File: src/sv/csm_pkg.sv
// Shared widths, step-unit operation codes and step result type for the clock ratio block.
`timescale 1ns / 1ps

package csm_pkg;

  localparam int FreqW  = 62;
  localparam int ShiftW = 7;
  localparam int MulW   = 32;
  localparam int WordW  = 32;
  localparam int CntW   = 5;

  // Operation of the shared step unit
  typedef enum logic [1:0] {
    OP_BASE,
    OP_TGT,
    OP_DIV
  } op_t;

  // One step of the shared unit: updated operands, loop-continue flag, quotient bit
  typedef struct packed {
    logic [FreqW-1:0] tgt;
    logic [FreqW-1:0] base;
    logic             more;
    logic             qbit;
  } step_t;

endpackage

File: src/sv/csm_in_if.sv
// Input channel: target and source frequencies with valid/ready handshake.
`timescale 1ns / 1ps

interface csm_in_if;
  logic                       valid;
  logic                       ready;
  logic [csm_pkg::FreqW-1:0]  target_hz;
  logic [csm_pkg::FreqW-1:0]  source_hz;

  modport source (output valid, output target_hz, output source_hz, input ready);
  modport sink   (input valid, input target_hz, input source_hz, output ready);
endinterface

File: src/sv/csm_out_if.sv
// Output channel: shift, multiplier and bad-input flag with valid/ready handshake.
`timescale 1ns / 1ps

interface csm_out_if;
  logic                              valid;
  logic                              ready;
  logic signed [csm_pkg::ShiftW-1:0] shift;
  logic [csm_pkg::MulW-1:0]          multiplier;
  logic                              bad_input;

  modport source (output valid, output shift, output multiplier, output bad_input, input ready);
  modport sink   (input valid, input shift, input multiplier, input bad_input, output ready);
endinterface

File: src/sv/clock_ratio_shift_multiplier.sv
// Top level: sequencer and registers around the shared step unit.
//
//   channel | dir | fields
//   freq    | in  | target_hz[61:0], source_hz[61:0]
//   scale   | out | shift[6:0] (signed), multiplier[31:0], bad_input
//
// Each normalization step and each quotient bit is one pass through the step unit.
// A zero frequency skips all work and goes from idle straight to the output state.
// freq.ready is high only while the sequencer is idle; a finished result waits in the output
// register, and the next item may start meanwhile but holds before its final load.
// Reset (synchronous) returns the sequencer to idle and empties the output register.
`timescale 1ns / 1ps

module clock_ratio_shift_multiplier (
  input logic        clk,
  input logic        rst,
  csm_in_if.sink     freq,
  csm_out_if.source  scale
);

  typedef enum logic [2:0] {
    S_IDLE,
    S_BASE,
    S_TGT,
    S_DIV,
    S_OUT
  } state_t;

  state_t                      state;
  logic [csm_pkg::FreqW-1:0]   tgt;
  logic [csm_pkg::FreqW-1:0]   base;
  logic [csm_pkg::ShiftW-1:0]  sh;
  logic [csm_pkg::MulW-1:0]    quot;
  logic [csm_pkg::CntW-1:0]    cnt;
  logic                        bad;
  logic                        ovalid;
  logic [csm_pkg::ShiftW-1:0]  shift_q;
  logic [csm_pkg::MulW-1:0]    mul_q;
  logic                        bad_q;

  csm_pkg::op_t   op;
  csm_pkg::step_t step;
  logic           in_zero;
  logic           slot_free;

  assign in_zero   = (freq.target_hz == '0) || (freq.source_hz == '0);
  assign slot_free = !ovalid || scale.ready;

  always_comb begin
    case (state)
      S_BASE:  op = csm_pkg::OP_BASE;
      S_TGT:   op = csm_pkg::OP_TGT;
      default: op = csm_pkg::OP_DIV;
    endcase
  end

  csm_step_unit u_step (
    .op   (op),
    .tgt  (tgt),
    .base (base),
    .step (step)
  );

  always_ff @(posedge clk) begin
    if (rst) begin
      state  <= S_IDLE;
      ovalid <= 1'b0;
    end else begin
      if (ovalid && scale.ready && (state != S_OUT)) begin
        ovalid <= 1'b0;
      end
      case (state)
        S_IDLE: begin
          if (freq.valid) begin
            tgt   <= freq.target_hz;
            base  <= freq.source_hz;
            sh    <= '0;
            quot  <= '0;
            cnt   <= '0;
            bad   <= in_zero;
            state <= in_zero ? S_OUT : S_BASE;
          end
        end
        S_BASE: begin
          if (step.more) begin
            base <= step.base;
            sh   <= sh - 1'b1;
          end else begin
            state <= S_TGT;
          end
        end
        S_TGT: begin
          if (step.more) begin
            tgt  <= step.tgt;
            base <= step.base;
            sh   <= sh + 1'b1;
          end else begin
            state <= S_DIV;
          end
        end
        S_DIV: begin
          tgt  <= step.tgt;
          quot <= {quot[csm_pkg::MulW-2:0], step.qbit};
          cnt  <= cnt + 1'b1;
          if (cnt == {csm_pkg::CntW{1'b1}}) begin
            state <= S_OUT;
          end
        end
        S_OUT: begin
          // hold until the output register is free
          if (slot_free) begin
            shift_q <= sh;
            mul_q   <= quot;
            bad_q   <= bad;
            ovalid  <= 1'b1;
            state   <= S_IDLE;
          end
        end
        default: begin
          state <= S_IDLE;
        end
      endcase
    end
  end

  assign freq.ready       = (state == S_IDLE);
  assign scale.valid      = ovalid;
  assign scale.shift      = shift_q;
  assign scale.multiplier = mul_q;
  assign scale.bad_input  = bad_q;

`ifndef SYNTH
  a_bad_zero: assert property (@(posedge clk) disable iff (rst)
    scale.valid && scale.bad_input |-> scale.shift == '0 && scale.multiplier == '0)
    else $error("bad input result carries nonzero fields");

  a_zero_skip: assert property (@(posedge clk) disable iff (rst)
    freq.valid && freq.ready && in_zero |=> state == S_OUT && bad)
    else $error("zero frequency did not go straight to output");

  a_base_word: assert property (@(posedge clk) disable iff (rst)
    state == S_TGT |-> base[csm_pkg::FreqW-1:csm_pkg::WordW] == '0)
    else $error("base wider than a word after halving");

  a_rem_below: assert property (@(posedge clk) disable iff (rst)
    state == S_DIV |->
      tgt < {{(csm_pkg::FreqW-csm_pkg::WordW){1'b0}}, base[csm_pkg::WordW-1:0]})
    else $error("division remainder not below divisor");
`endif

endmodule

File: src/sv/csm_step_unit.sv
// Shared step unit: one normalization shift or one restoring division step per cycle.
`timescale 1ns / 1ps

module csm_step_unit (
  input  csm_pkg::op_t               op,
  input  logic [csm_pkg::FreqW-1:0]  tgt,
  input  logic [csm_pkg::FreqW-1:0]  base,
  output csm_pkg::step_t             step
);

  logic [csm_pkg::WordW-1:0] b32;
  logic                      tgt_wide;
  logic [csm_pkg::WordW:0]   rem2;
  logic [csm_pkg::WordW:0]   diff;

  assign b32      = base[csm_pkg::WordW-1:0];
  assign tgt_wide = (tgt[csm_pkg::FreqW-1:csm_pkg::WordW] != '0);
  assign rem2     = {tgt[csm_pkg::WordW-1:0], 1'b0};
  assign diff     = rem2 - {1'b0, b32};

  always_comb begin
    step.tgt  = tgt;
    step.base = base;
    step.more = 1'b0;
    step.qbit = 1'b0;
    case (op)
      csm_pkg::OP_BASE: begin
        // halve base while it exceeds twice the target or is wider than a word
        step.more = ({1'b0, base} > {tgt, 1'b0}) ||
                    (base[csm_pkg::FreqW-1:csm_pkg::WordW] != '0);
        step.base = base >> 1;
      end
      csm_pkg::OP_TGT: begin
        step.more = ({{(csm_pkg::FreqW-csm_pkg::WordW){1'b0}}, b32} <= tgt) || tgt_wide;
        if (tgt_wide || b32[csm_pkg::WordW-1]) begin
          step.tgt = tgt >> 1;
        end else begin
          step.base = {{(csm_pkg::FreqW-csm_pkg::WordW){1'b0}}, b32 << 1};
        end
      end
      csm_pkg::OP_DIV: begin
        // remainder lives in the target register
        step.more = 1'b1;
        if (rem2 >= {1'b0, b32}) begin
          step.qbit = 1'b1;
          step.tgt  = {{(csm_pkg::FreqW-csm_pkg::WordW-1){1'b0}}, diff};
        end else begin
          step.tgt  = {{(csm_pkg::FreqW-csm_pkg::WordW-1){1'b0}}, rem2};
        end
      end
      default: begin
        step.more = 1'b0;
      end
    endcase
  end

endmodule
File: src/flat_wrapper.sv
// flat-port wrapper written by rule: the top's interface ports become plain ports
module clock_ratio_shift_multiplier_flat 
  (clk, rst, freq_valid, freq_target_hz, freq_source_hz, freq_ready, scale_valid, scale_shift, scale_multiplier, scale_bad_input, scale_ready);
  csm_in_if freq_i ();
  csm_out_if scale_i ();
  input logic clk;
  input logic rst;
  input wire logic [$bits(freq_i.valid)-1:0] freq_valid;
  input wire logic [$bits(freq_i.target_hz)-1:0] freq_target_hz;
  input wire logic [$bits(freq_i.source_hz)-1:0] freq_source_hz;
  output wire logic [$bits(freq_i.ready)-1:0] freq_ready;
  output wire logic [$bits(scale_i.valid)-1:0] scale_valid;
  output wire logic [$bits(scale_i.shift)-1:0] scale_shift;
  output wire logic [$bits(scale_i.multiplier)-1:0] scale_multiplier;
  output wire logic [$bits(scale_i.bad_input)-1:0] scale_bad_input;
  input wire logic [$bits(scale_i.ready)-1:0] scale_ready;
  assign freq_i.valid = freq_valid;
  assign freq_i.target_hz = freq_target_hz;
  assign freq_i.source_hz = freq_source_hz;
  assign freq_ready = freq_i.ready;
  assign scale_valid = scale_i.valid;
  assign scale_shift = scale_i.shift;
  assign scale_multiplier = scale_i.multiplier;
  assign scale_bad_input = scale_i.bad_input;
  assign scale_i.ready = scale_ready;
  clock_ratio_shift_multiplier u_core (.clk(clk), .rst(rst), .freq(freq_i), .scale(scale_i));
endmodule
File: config.mk
export PLATFORM = sky130hd
export DESIGN_NAME = clock_ratio_shift_multiplier_flat
export DESIGN_NICKNAME = d
export VERILOG_FILES = /design/src/sv/csm_pkg.sv /design/src/sv/csm_in_if.sv /design/src/sv/csm_out_if.sv /design/src/sv/clock_ratio_shift_multiplier.sv /design/src/sv/csm_step_unit.sv /design/src/flat_wrapper.sv
export SDC_FILE = /design/constraint.sdc
export NUM_CORES = 1
export LEC_CHECK = 0
export BUFFER_PORTS_ARGS = -buffer_cell sky130_fd_sc_hd__buf_2
export CORE_ASPECT_RATIO = 0.8
export CORE_MARGIN = 2
export CORE_UTILIZATION = 55
export CTS_CLUSTER_DIAMETER = 50
export DETAILED_ROUTE_END_ITERATION = 16
export HOLD_SLACK_MARGIN = 0.15
export PLACE_DENSITY = 0.79
export SLEW_MARGIN = 25
export SYNTH_ARGS = -nofsm -noshare
export SYNTH_HDL_FRONTEND = slang
export SYNTH_HIERARCHICAL = 1
export SYNTH_SLANG_ARGS = --single-unit
export TNS_END_PERCENT = 50
File: constraint.sdc
create_clock -name clk -period 22.1 [get_ports clk]
set_input_delay 3.315 -clock clk [delete_from_list [all_inputs] [get_ports clk]]
set_output_delay 3.315 -clock clk [all_outputs]
set_load 0.01 [all_outputs]
==> impl_results.html <==
<table>
<tr><th>Metric</th><th>Value</th></tr>
<tr><th colspan="2">Hold path</th></tr>
<tr><td>Startpoint of the worst hold path</td><td>u_core/quot[31]</td></tr>
<tr><td>Worst min-delay path category</td><td>reg -&gt; reg</td></tr>
<tr><td>Terminating pin of the worst hold path</td><td>u_core/scale.multiplier[31]</td></tr>
<tr><td>Worst Hold Path Cells</td><td>0</td></tr>
<tr><th colspan="2">Setup path</th></tr>
<tr><td>Setup slack on the worst flop-to-flop path</td><td>between 15 and 20 ns</td></tr>
<tr><td>Crit Reg-Reg Startpoint</td><td>u_core/state[0]</td></tr>
<tr><td>R2R cell count</td><td>15</td></tr>
<tr><td>Endpoint type of the worst setup path</td><td>register</td></tr>
<tr><td>Ordered cell list for the critical path</td><td>buf_4, xor2_1, nor2b_4, buf_4, inv_2, buf_4, ha_1, or4_1, a31oi_1, a21oi_1, nor3_1, a211oi_1, nand2_1, a21oi_4, buf_4</td></tr>
<tr><td>Worst r2r dst</td><td>u_core/base[9]</td></tr>
<tr><td>Sort of element at the start of the critical path</td><td>register</td></tr>
<tr><td>Worst EP arrival</td><td>around 5.4 ns</td></tr>
<tr><td>WP buf/inv</td><td>5</td></tr>
<tr><td>Highest cell delay on the worst timing path</td><td>0.70 ns</td></tr>
<tr><td>Critical path peak fanout</td><td>71</td></tr>
<tr><td>Critical-path top delay cell</td><td>buf_4</td></tr>
<tr><td>Largest delay share family, worst path</td><td>buffers and inverters</td></tr>
<tr><td>Cell repeated most along the worst path</td><td>buf_4</td></tr>
<tr><td>Worst Path Class, Setup</td><td>reg -&gt; reg</td></tr>
<tr><td>Required time reported for the critical path endpoint</td><td>22.26 ns</td></tr>
<tr><th colspan="2">Route</th></tr>
<tr><td>Starting DRT DRC Count</td><td>1770</td></tr>
<tr><td>Total vias in the final route</td><td>between 10k and 15k</td></tr>
<tr><td>Post-DR wirelength/cell</td><td>between 20 and 25 µm</td></tr>
<tr><td>Total DRC errors in the routed layout</td><td>0</td></tr>
<tr><td>Via-per-instance ratio</td><td>between 6 and 7</td></tr>
<tr><td>Number of detailed-routing iterations run before antenna repair</td><td>7</td></tr>
<tr><td>Post-DRT Antenna Nets</td><td>0</td></tr>
<tr><td>Total wire length</td><td>between 40000 and 50000 µm</td></tr>
<tr><th colspan="2">STA</th></tr>
<tr><td>Slack of the critical path</td><td>roughly 17 ns</td></tr>
<tr><td>Worst clock skew</td><td>between 0.015 and 0.02 ns</td></tr>
<tr><td>Final count of pins violating max slew</td><td>0</td></tr>
<tr><td>Sum of negative setup slack</td><td>0 ns</td></tr>
<tr><td>Post-route minimum period</td><td>~5.3 ns</td></tr>
<tr><td>Measured slew at the worst slew-check pin</td><td>~1.1 ns</td></tr>
<tr><td>Final-layout worst hold slack</td><td>between 0.4 and 0.5 ns</td></tr>
<tr><td>Unrepaired setup endpoints after global routing</td><td>false</td></tr>
<tr><td>Headroom to the max-slew limit</td><td>~28%</td></tr>
<tr><td>Hold violation total from the final report</td><td>0</td></tr>
<tr><td>Total setup violations reported at the end of the flow</td><td>0</td></tr>
<tr><td>Top achievable clock speed</td><td>~0.19 GHz</td></tr>
<tr><td>Final worst path period share</td><td>between 20% and 30%</td></tr>
<tr><th colspan="2">Global route</th></tr>
<tr><td>Pin count of the biggest net entering global routing</td><td>just under 100</td></tr>
<tr><td>Overall Global Routing Usage</td><td>a little under a third</td></tr>
<tr><td>Global-route wire length before repair</td><td>~73000 µm</td></tr>
<tr><td>Global-route congestion overflow total</td><td>0</td></tr>
<tr><td>Vias in the first global route</td><td>between 10k and 15k</td></tr>
<tr><td>Number of antenna violations at the first check in global routing</td><td>0</td></tr>
<tr><th colspan="2">Yosys</th></tr>
<tr><td>Syn_area_per_cell</td><td>9.086 µm²</td></tr>
<tr><td>Post-Synthesis Cells</td><td>between 1.5k and 2k</td></tr>
<tr><td>Count of different cell masters after synthesis</td><td>81</td></tr>
<tr><td>Ys async rst share</td><td>0%</td></tr>
<tr><td>Number of flip-flops and latches in the synthesized netlist</td><td>213</td></tr>
<tr><td>Sequential cell area fraction in the yosys report</td><td>between 40% and 50%</td></tr>
<tr><td>Total of warnings raised by yosys</td><td>6</td></tr>
<tr><td>Netlist area before placement</td><td>roughly 16000 µm²</td></tr>
<tr><td>Net Count, Synth</td><td>around 2.0k</td></tr>
<tr><td>EDFF count, synth</td><td>~210</td></tr>
<tr><td>Prevailing post-synth register cell</td><td>edfxtp_1</td></tr>
<tr><th colspan="2">Flow run</th></tr>
<tr><td>Number of maximum-capacitance constraint violations</td><td>0</td></tr>
<tr><th colspan="2">Status</th></tr>
<tr><td>Run status</td><td>finished, final reports clean</td></tr>
<tr><th colspan="2">Finish</th></tr>
<tr><td>Share of cells above drive strength 1</td><td>between 10% and 20%</td></tr>
<tr><td>Net total in the final layout</td><td>about 2.1k</td></tr>
<tr><td>Design Area, Final</td><td>~18000 µm²</td></tr>
<tr><td>Number of antenna diodes</td><td>0</td></tr>
<tr><td>Syn-to-layout area delta</td><td>12.92%</td></tr>
<tr><td>Commonest cells after routing, fill and taps aside</td><td>nand2_1, edfxtp_1, buf_2, ha_1, inv_1</td></tr>
<tr><td>Most frequent standard cell in the layout excluding fill and tap cells</td><td>nand2_1</td></tr>
<tr><th colspan="2">Clock network</th></tr>
<tr><td>Post-CTS repair timing setup buffer count</td><td>0</td></tr>
<tr><td>Root buffer cell</td><td>clkbuf_16</td></tr>
<tr><td>Worst-Skew Late Latency</td><td>0.54 ns</td></tr>
<tr><td>Clock input transition at the sequential cells of the worst setup and hold paths</td><td>~0.07 ns</td></tr>
<tr><td>Buffer depth of the longest clock path</td><td>3</td></tr>
<tr><td>Clock tree from TritonCTS</td><td>yes</td></tr>
<tr><td>H-Tree Depth</td><td>1</td></tr>
<tr><td>Number of gates resized after cts</td><td>0</td></tr>
<tr><td>CTS sink cnt</td><td>~210</td></tr>
<tr><td>Post-CTS Hold Fix Bufs</td><td>0</td></tr>
<tr><td>Inserted Clock Buffers</td><td>27</td></tr>
<tr><th colspan="2">Placed design</th></tr>
<tr><td>I/O Buffers</td><td>169</td></tr>
<tr><td>Estimated wirelength of the detail-placed design</td><td>around 34000 µm</td></tr>
<tr><td>Final GP Congestion</td><td>between 0.9 and 1</td></tr>
<tr><td>Instance area at placement</td><td>roughly 17000 µm²</td></tr>
<tr><td>Worst slack after detailed placement</td><td>around 17 ns</td></tr>
<tr><th colspan="2">Power and ir drop</th></tr>
<tr><td>Sum of internal, switching and leakage power</td><td>3.152 mW</td></tr>
<tr><td>Power density over the cells</td><td>177.9 nW/µm²</td></tr>
<tr><td>VDD IR max</td><td>approximately 0.11 mV</td></tr>
<tr><td>Leakage dissipation</td><td>just under 8 nW</td></tr>
<tr><th colspan="2">Floorplanning</th></tr>
<tr><td>Initial core utilization</td><td>~56%</td></tr>
<tr><td>I/O pins</td><td>170</td></tr>
<tr><td>Row count</td><td>55</td></tr>
<tr><td>Full die area</td><td>~30000 µm²</td></tr>
<tr><td>Core outline area</td><td>around 28000 µm²</td></tr>
<tr><td>Horizontal extent of the die</td><td>192.8 µm</td></tr>
<tr><td>Die boundary height</td><td>155.1 µm</td></tr>
</table>
## synth_stat cells, types with 9 or more instances
library cell    n  share of area, %
clkbuf_1       52               1.2
o311ai_1        9              0.50
inv_1         118               2.8
a22oi_1        49               2.3
ha_1          136                11
buf_2          30              0.96
nand2_1       428                10
nand4_1        31               1.2
nor3_1         11              0.35
nor2_1         45               1.1
nand3_1        30              0.96
a22o_1         69               3.9
and3_1         42               1.7
edfxtp_1      209                40
o21ai_0        75               2.4
nor4_1         46               1.8
mux2i_1        29               1.8
a21o_1         41               2.0
a222oi_1       10              0.64
xor2_1         16              0.89
a31oi_1        12              0.48
nor2b_1        13              0.52
a21oi_1        71               2.3
xnor2_1        19               1.1
## flip-flops by register name (all words and copies together) (netlist names)
signal                   count
u_core/tgt                  62
u_core/bad                   1
u_core/state                 3
u_core/cnt                   5
u_core/scale.valid           1
u_core/quot                 32
u_core/scale.multiplier     32
u_core/scale.bad_input       1
u_core/sh                    7
u_core/scale.shift           7
u_core/base                 62
## stage by stage
step / cells / utilization [%]
6_report: 2238 / 62.95
5_1_grt: 2238 / 62.95
4_1_cts: 2238 / 62.95
3_5_place_dp: 2189 / 59.69
3_3_place_gp: 2188 / 59.60
2_1_floorplan: 1727 / -
## cells by family (layout without fill, tap and decap cells)
| kind of cell | after synthesis | in the layout | synth area share [%] |
|---|---|---|---|
| muxes | 30 | 30 | 1.946 |
| and+or+nand+nor | 687 | 687 | 20.18 |
| buffers and inverters | 219 | 360 | 5.797 |
| AOI/OAI and AO/OA | 405 | 405 | 18.52 |
| adders and majority gates | 138 | 138 | 11.10 |
| DFF | 213 | 213 | 40.51 |
| xor gates and xnor gates | 35 | 35 | 1.954 |
## metal layers
layer,global-route usage [%],routed length [µm]
met3,4.782,4815
met4,5.889,858
met5,0,0
met2,46.42,20360
met1,47.78,20640
## how the worst max path moves through the flow
stage / depth (start not counted) / startpoint / end
3_5_place_dp: 6 / freq_target_hz[18] / u_core/state[0]
3_3_place_gp: 6 / freq_target_hz[18] / u_core/state[0]
4_1_cts: 15 / u_core/state[0] / u_core/base[11]
6_report: 15 / u_core/state[0] / u_core/base[9]
5_1_grt: 15 / u_core/state[0] / u_core/base[10]
2_1_floorplan: 3 / rst / u_core/tgt[0]
## worst reg2reg max path: stages (launching register included)
cell	delay, ns
dfxtp_1	0.33
buf_4	0.38
xor2_1	0.15
nor2b_4	0.14
buf_4	0.35
inv_2	0.16
buf_4	0.66
ha_1	0.37
or4_1	0.15
a31oi_1	0.05
a21oi_1	0.29
nor3_1	0.10
a211oi_1	0.57
nand2_1	0.24
a21oi_4	0.19
buf_4	0.70
## report_power, final
| group | switching [mW] | internal (mW) |
|---|---|---|
| sequential | 0.164 | 0.653 |
| clock | 0.185 | 0.268 |
| combinational | 1.18 | 0.698 |
| total | 1.53 | 1.62 |
## final cells by class
cell class,instances,area (µm²)
Clock buffer,32,704.4
Clock inverter,17,212.7
Tap cell,370,462.9
Timing Repair Buffer,190,1023
Fill cell,2386,10430
Inverter,121,454.2
Multi-Input combinational cell,1295,8504
Sequential cell,213,6356
Power figures use the tool's default switching activity.
